File: src/rtl/core/ipd_pkg.sv
// package for the indexed point distance block
// holds request codes, widths and shared types; no dependencies
`timescale 1ns / 1ps

package ipd_pkg;

  localparam int CoordW = 24;
  localparam int MagW   = 24;
  localparam int SqW    = 48;
  localparam int SumW   = 50;
  localparam int DistW  = 25;
  localparam int RootSteps = 25;

  typedef enum logic [1:0] {
    REQ_LOAD_A = 2'd0,
    REQ_LOAD_B = 2'd1,
    REQ_QUERY  = 2'd2,
    REQ_NONE   = 2'd3
  } req_t;

  typedef enum logic {
    METRIC_EUCLID = 1'b0,
    METRIC_CHEBY  = 1'b1
  } metric_t;

  typedef logic signed [CoordW-1:0] coord_t;

  typedef struct packed {
    coord_t x;
    coord_t y;
    coord_t z;
  } point_t;

endpackage

File: src/rtl/core/ipd_root.sv
// pipelined integer square root, one result bit per stage
// depends on ipd_pkg for widths
`timescale 1ns / 1ps

module ipd_root (
  input  logic                       clk,
  input  logic                       rst,
  input  logic                       in_valid,
  input  logic [ipd_pkg::SumW-1:0]   radicand,
  input  logic                       in_cheby,
  input  logic [ipd_pkg::DistW-1:0]  cheby_dist,
  output logic                       out_valid,
  output logic [ipd_pkg::DistW-1:0]  out_dist
);
  import ipd_pkg::*;

  localparam int RemW = DistW + 2;

  // per stage: remaining radicand bits, partial root, remainder, bypass
  logic [RootSteps:0]             vld;
  logic [SumW-1:0]                rad  [RootSteps+1];
  logic [DistW-1:0]               root [RootSteps+1];
  logic [RemW-1:0]                rem  [RootSteps+1];
  logic                           chb  [RootSteps+1];
  logic [DistW-1:0]               chd  [RootSteps+1];

  assign vld[0]  = in_valid;
  assign rad[0]  = radicand;
  assign root[0] = '0;
  assign rem[0]  = '0;
  assign chb[0]  = in_cheby;
  assign chd[0]  = cheby_dist;

  // restoring digit recurrence, two radicand bits per stage
  for (genvar s = 0; s < RootSteps; s++) begin : g_stage
    logic [RemW-1:0] trial_rem;
    logic [RemW-1:0] trial_sub;
    always_comb begin
      trial_rem = {rem[s][RemW-3:0], rad[s][SumW-1 -: 2]};
      trial_sub = {root[s], 2'b01};
    end
    always_ff @(posedge clk) begin
      if (rst) begin
        vld[s+1] <= 1'b0;
      end else begin
        vld[s+1] <= vld[s];
      end
      rad[s+1] <= {rad[s][SumW-3:0], 2'b00};
      chb[s+1] <= chb[s];
      chd[s+1] <= chd[s];
      if (trial_rem >= trial_sub) begin
        rem[s+1]  <= trial_rem - trial_sub;
        root[s+1] <= {root[s][DistW-2:0], 1'b1};
      end else begin
        rem[s+1]  <= trial_rem;
        root[s+1] <= {root[s][DistW-2:0], 1'b0};
      end
    end
  end

  assign out_valid = vld[RootSteps];
  assign out_dist  = chb[RootSteps] ? chd[RootSteps] : root[RootSteps];

endmodule

File: config.mk
export PLATFORM = sky130hd
export DESIGN_NAME = ipd_root
export DESIGN_NICKNAME = d
export VERILOG_FILES = /design/src/rtl/core/ipd_pkg.sv /design/src/rtl/core/ipd_root.sv
export SDC_FILE = /design/constraint.sdc
export NUM_CORES = 2
export LEC_CHECK = 0
export BUFFER_PORTS_ARGS = -buffer_cell sky130_fd_sc_hd__buf_2
export CELL_PAD_IN_SITES_DETAIL_PLACEMENT = 0
export CELL_PAD_IN_SITES_GLOBAL_PLACEMENT = 1
export CORE_UTILIZATION = 54
export DETAILED_ROUTE_END_ITERATION = 16
export GPL_TIMING_DRIVEN = 0
export PLACE_DENSITY = 0.92
export SLEW_MARGIN = 20
export SYNTH_ARGS = -nofsm -noshare
export SYNTH_HDL_FRONTEND = slang
export SYNTH_SLANG_ARGS = --single-unit
File: constraint.sdc
create_clock -name clk -period 5.7 [get_ports clk]
set_input_delay 1.14 -clock clk [delete_from_list [all_inputs] [get_ports clk]]
set_output_delay 1.14 -clock clk [all_outputs]
set_load 0.05 [all_outputs]
# Word level (Yosys, flattened, before mapping)
# Cells that the tools add are included.
# Widths: inputs -> output; s select.
dict set report word_totals {
  ff_bits 2178
  input_bits 79
  out_inout_bits 26
  word_cells 248
}
dict set report op_classes {
  n_addsub 24
  n_lt_le_gt_ge 25
  n_mux 50
}
# operator count
set ops {}
lappend ops {{$mux 25} 24}
lappend ops {{$ge 27x10->1} 1}
lappend ops {{$ge 27x11->1} 1}
lappend ops {{$ge 27x12->1} 1}
lappend ops {{$ge 27x13->1} 1}
lappend ops {{$ge 27x14->1} 1}
lappend ops {{$ge 27x15->1} 1}
lappend ops {{$ge 27x16->1} 1}
lappend ops {{$ge 27x17->1} 1}
lappend ops {{$ge 27x18->1} 1}
lappend ops {{$ge 27x19->1} 1}
lappend ops {{$ge 27x20->1} 1}
lappend ops {{$ge 27x21->1} 1}
lappend ops {{$ge 27x22->1} 1}
lappend ops {{$ge 27x23->1} 1}
lappend ops {{$ge 27x24->1} 1}
lappend ops {{$ge 27x25->1} 1}
lappend ops {{$ge 27x26->1} 1}
lappend ops {{$ge 27x3->1} 1}
lappend ops {{$ge 27x4->1} 1}
lappend ops {{$ge 27x5->1} 1}
lappend ops {{$ge 27x6->1} 1}
lappend ops {{$ge 27x7->1} 1}
lappend ops {{$ge 27x8->1} 1}
lappend ops {{28 further kinds} 52}

# Longest topological paths before layout
dict set report depth {
  depth_word 2
  mapped_depth 15
  depth_no_buf 13
}

# Least setup slack after synthesis
# OpenSTA, ideal clock, no wires.
dict set report synth_path {
  path_kind {register to register}
  from {register rem, in the netlist g_stage[4].trial_rem[11]}
  to {register rem, in the netlist g_stage[5].trial_rem[13]}
  setup_time_ns 0.118
  arrival_ns 3.108
  t_required_ns 5.582
  slack_ns 2.473
  stages_incl_launch_ff 11
  n_path_buf 1
  period_less_slack_ns 3.227
  cell_sequence {dfxtp_1 or4_4 or4b_4 or3_4 or3_4 o31ai_4 or2_1 buf_6 nand3_4 or4_1 xnor2_1}
}
dict set report synth_between {
  elab_chain_len 2
  elab_cells_between_ends 3
  classes_between {1 x add/sub; 1 x order compare; 1 x mux}
}
# element line_no
set synth_rtl {}
lappend synth_rtl {{start, declared} ipd_root.sv:23} ;# logic [RemW-1:0] rem [RootSteps+1];
lappend synth_rtl {{start signal, assigned by index} ipd_root.sv:52} ;# rem[s+1] <= trial_rem - trial_sub;
lappend synth_rtl {{start signal, assigned by index} ipd_root.sv:55} ;# rem[s+1] <= trial_rem;
lappend synth_rtl {{$sub 25x6->25 or $ge 27x6->1 (tied branches)} {ipd_root.sv:52, ipd_root.sv:51}}
lappend synth_rtl {{$mux 25 *} ipd_root.sv:51} ;# if (trial_rem >= trial_sub) begin
# Every way passes the cells marked *; elsewhere a longest branch is shown, timed or not.
# A chain may end at the register's enable or synchronous reset.

# Worst setup path after layout
dict set report layout_path {
  from {register root, in the netlist g_stage[22].trial_sub[2]}
  to {register rem, in the netlist g_stage[23].trial_rem[13]}
}
dict set report layout_between {
  elab_chain_len 2
  elab_cells_between_ends 3
  classes_between {1 x add/sub; 1 x order compare; 1 x mux}
}
# element line_no
set layout_rtl {}
lappend layout_rtl {{start, declared} ipd_root.sv:22} ;# logic [DistW-1:0] root [RootSteps+1];
lappend layout_rtl {{start signal, assigned by index} ipd_root.sv:53} ;# root[s+1] <= {root[s][DistW-2:0], 1'b1};
lappend layout_rtl {{start signal, assigned by index} ipd_root.sv:56} ;# root[s+1] <= {root[s][DistW-2:0], 1'b0};
lappend layout_rtl {{$sub 25x24->25 or $ge 27x24->1 (tied branches)} {ipd_root.sv:52, ipd_root.sv:51}}
lappend layout_rtl {{$mux 25 *} ipd_root.sv:51}
# Marked as above.

==> results.md <==
* **status** completed
* **count of TritonRoute iterations in the first routing pass** 6
* **cells along the critical path** inv_1, ha_1, o21a_1, o22ai_1, or2_2, a211o_1, o21ai_0, a221oi_1, o31ai_2, clkbuf_1, buf_1, a21oi_1
* **number of clock buffers inserted by TritonCTS** 195
* **root cell of the clock tree** clkbuf_16
* **number of nets in the final layout** 6638
* **CP max-delay cell** o31ai_2
* **Detailed Place HPWL** 83000 um
* **Worst R2R Start** g_stage[22].trial_sub[2]
* **pin count of the biggest net entering global routing** 18
* **clock-pin slew on the worst setup and hold paths** 0.06 ns
* **per-cell via count in the routed design** 5.07
* **#FFs+latches synth** 2154
* **post-route setup TNS** 0 ns
* **critical path launch point type** register
* **worst hold path depth** 0
* **share of Yosys cell area claimed by the top area cell type** 64.3%
* **Slew @ Worst Pin** 1.12 ns
* **FF-to-FF setup slack** 1.14 ns
* **fill cell total of the finished layout** 9267
* **fraction of registers with async set or reset after synthesis** 0%
* **total length of routed wires** 121000 um
* **Clk Latency, worst-skew pair** 0.81 ns
* **post-detailed-route DRC marker count** 0
* **average cell area after synthesis** 11.4 sq um
* **depth of the most critical reg-to-reg path** 12
* **Critical Path AT** 5.23 ns
* **unrepaired setup endpoints after global routing** no
* **sum of overflow across all layers after global routing** 0
* **worst stage delay on the critical path** 0.89 ns
* **ratio of total power to cell area** 490 mW/mm^2
* **H-tree level count** 4
* **unique cell type count in the Yosys netlist** 87
* **number of standard cells after synthesis** 5909
* **most frequent standard cell in the layout excluding fill and tap cells** dfxtp_1
* **destination of the worst register-to-register timing path** g_stage[23].trial_rem[13]
* **number of setup buffers added after CTS** 0
* **wire length of the first global-routing pass** 198000 um
* **Final min period** 4.56 ns
* **Total Routing Usage GR** 19.3%
* **Data required, critical path** 6.37 ns
* **Horiz. Die Dim** 354 um
* **layout cells sized above 1** 8.79%
* **Yosys warnings** 0
* **Total Power Consumption** 37.6 mW
* **Worst Setup SP** g_stage[22].trial_sub[2]
* **number of enable-type register cells in the synthesized netlist** 0
* **hold-critical path endpoint** rad[1183]
* **Max Fclk** 219 MHz
* **HP Class** reg2reg
* **crit path kind** reg2reg
* **Yosys top cell by area** dfxtp_1
* **total of hold buffers inserted after clock tree synthesis** 0
* **critical path peak fanout** 10
* **Fin Clk Skew** 0.0417 ns
* **core footprint** 0.123 sq mm
* **initial standard-cell utilization of the core** 54.7%
* **total vias in the final route** 40500
* **final setup violation count** 0
* **clock sink total** 2154
* **wire per inst** 15.1 um
* **TritonCTS clock tree** yes
* **most frequent cells in the layout** dfxtp_1, inv_1, ha_1
* **final number of max-transition violations** 0
* **Post-DRT Antenna Nets** 0
* **vertical die dimension** 354 um
* **top area cells in the synthesized netlist** dfxtp_1, ha_1, xor2_1, xnor2_1, inv_1
* **final cycle utilization of the critical path** 80.0%
* **antenna violations before repair** 1
* **number of port buffers** 104
* **gp weighted congestion** 0.921
* **max-cap viol count** 0
* **area of the mapped netlist** 0.0671 sq mm
* **tightest slew margin relative to the limit** 23.4%
* **P&R area growth vs syn** 14.4%
* **via count of the first global-routing pass** 40500
* **predominant post-synthesis flop cell** dfxtp_1
* **number of gates given a new drive strength after cts** 0
* **initial detailed-routing violation count** 2609
* **number of buffers between clock root and the deepest sink** 3
* **sequential cell area fraction in the yosys report** 64.3%
* **Die ar.** 0.126 sq mm
* **total count of hold-check failures in the final report** 0
* **CP endpoint kind** register
* **post-route design area** 0.0767 sq mm
* **count of pins on the block boundary** 105
* **total nets after synthesis** 6337
* **number of rows in the core area** 128
* **cell leakage power** 35.5 nW
* **hold path start** rad[1231]
* **total cell area at the placement stage** 0.0696 sq mm
* **worst ir drop on vdd** 0.360 mV
-- how the worst max path moves through the flow --
stage                           endpoint  cells past startpoint
2_1_floorplan   g_stage[5].trial_rem[13]                     10
3_3_place_gp   g_stage[23].trial_rem[13]                     12
3_5_place_dp   g_stage[23].trial_rem[13]                     12
4_1_cts        g_stage[23].trial_rem[13]                     12
5_1_grt        g_stage[23].trial_rem[10]                     12
6_report       g_stage[23].trial_rem[13]                     12
-- sequential cells by signal, indices dropped and copies added (netlist names) --
register	cells
g_stage.trial_rem	602
chd	625
root	25
rad	552
g_stage.trial_sub	300
out_valid	1
chb	25
vld	24
-- worst max-delay path, delay by kind of cell (launching register included) --
kind	cells	cell delay, ns
flops	1	0.33
buf+inv	3	1.13
simple gates	1	0.32
fa+ha+maj	1	0.33
compound gates	7	2.27
-- synthesized netlist by cell type, types with 19 or more instances --
| cell type | count |
|---|---|
| a211oi_1 | 26 |
| a21o_1 | 135 |
| a21oi_1 | 310 |
| and3_1 | 19 |
| clkbuf_1 | 85 |
| dfxtp_1 | 2154 |
| ha_1 | 349 |
| inv_1 | 440 |
| mux2_2 | 66 |
| nand2_1 | 333 |
| nand2b_1 | 62 |
| nand3_1 | 77 |
| nand4_1 | 47 |
| nor2_1 | 338 |
| nor2b_1 | 69 |
| nor3_1 | 123 |
| nor4_1 | 66 |
| o21a_1 | 72 |
| o21ai_0 | 286 |
| o31ai_1 | 34 |
| or2_2 | 31 |
| or3_1 | 54 |
| or4_1 | 37 |
| xnor2_1 | 210 |
| xor2_1 | 219 |
-- layout make-up --
cell class,count,area [sq um],area share (%)
sequential,2154,43100,56.2
multi-input combinational,3216,21900,28.6
clock buffer,254,5530,7.21
tap,1625,2030,2.65
inverter,443,1660,2.17
clock inverter,96,1560,2.03
timing repair buffer,104,520,0.678
buffer,96,369,0.481
antenna,1,2.50,0.00326
-- power breakdown --
part	internal, mW	leakage, nW	switching [mW]	total (mW)
Combinational	2.35	14.0	3.01	5.36
Clock	8.16	3.45	5.67	13.8
Sequential	17.1	18.1	1.28	18.4
-- routing by layer --
layer	GRT usage, %	wire [um]
met5	0	0
met4	6.72	3000
met1	24.9	55100
met3	3.64	5830
met2	32.3	56700
-- logic make-up after synthesis --
| kind of cell | share of synthesized area [%] |
|---|---|
| buffers and inverters | 3.03 |
| AND/OR/NAND/NOR | 9.75 |
| multiplexers | 1.21 |
| flip-flops | 64.3 |
| AO/OA/AOI/OAI | 9.60 |
| other | 0.00559 |
| adder cells (fa/ha/maj) | 6.51 |
| XOR/XNOR | 5.60 |
-- per-stage QoR --
step,cells,worst slack (ns),hold WS (ns),utilization (%)
after floorplan,5909,2.47,0.310,-
after global placement,7638,1.31,0.309,56.8
after detailed placement,7638,1.26,0.312,56.8
after CTS,7988,1.23,0.308,62.6
after global routing,7988,0.824,0.303,62.6
final,7989,1.14,0.306,62.6
Power figures use the tool's default switching activity.
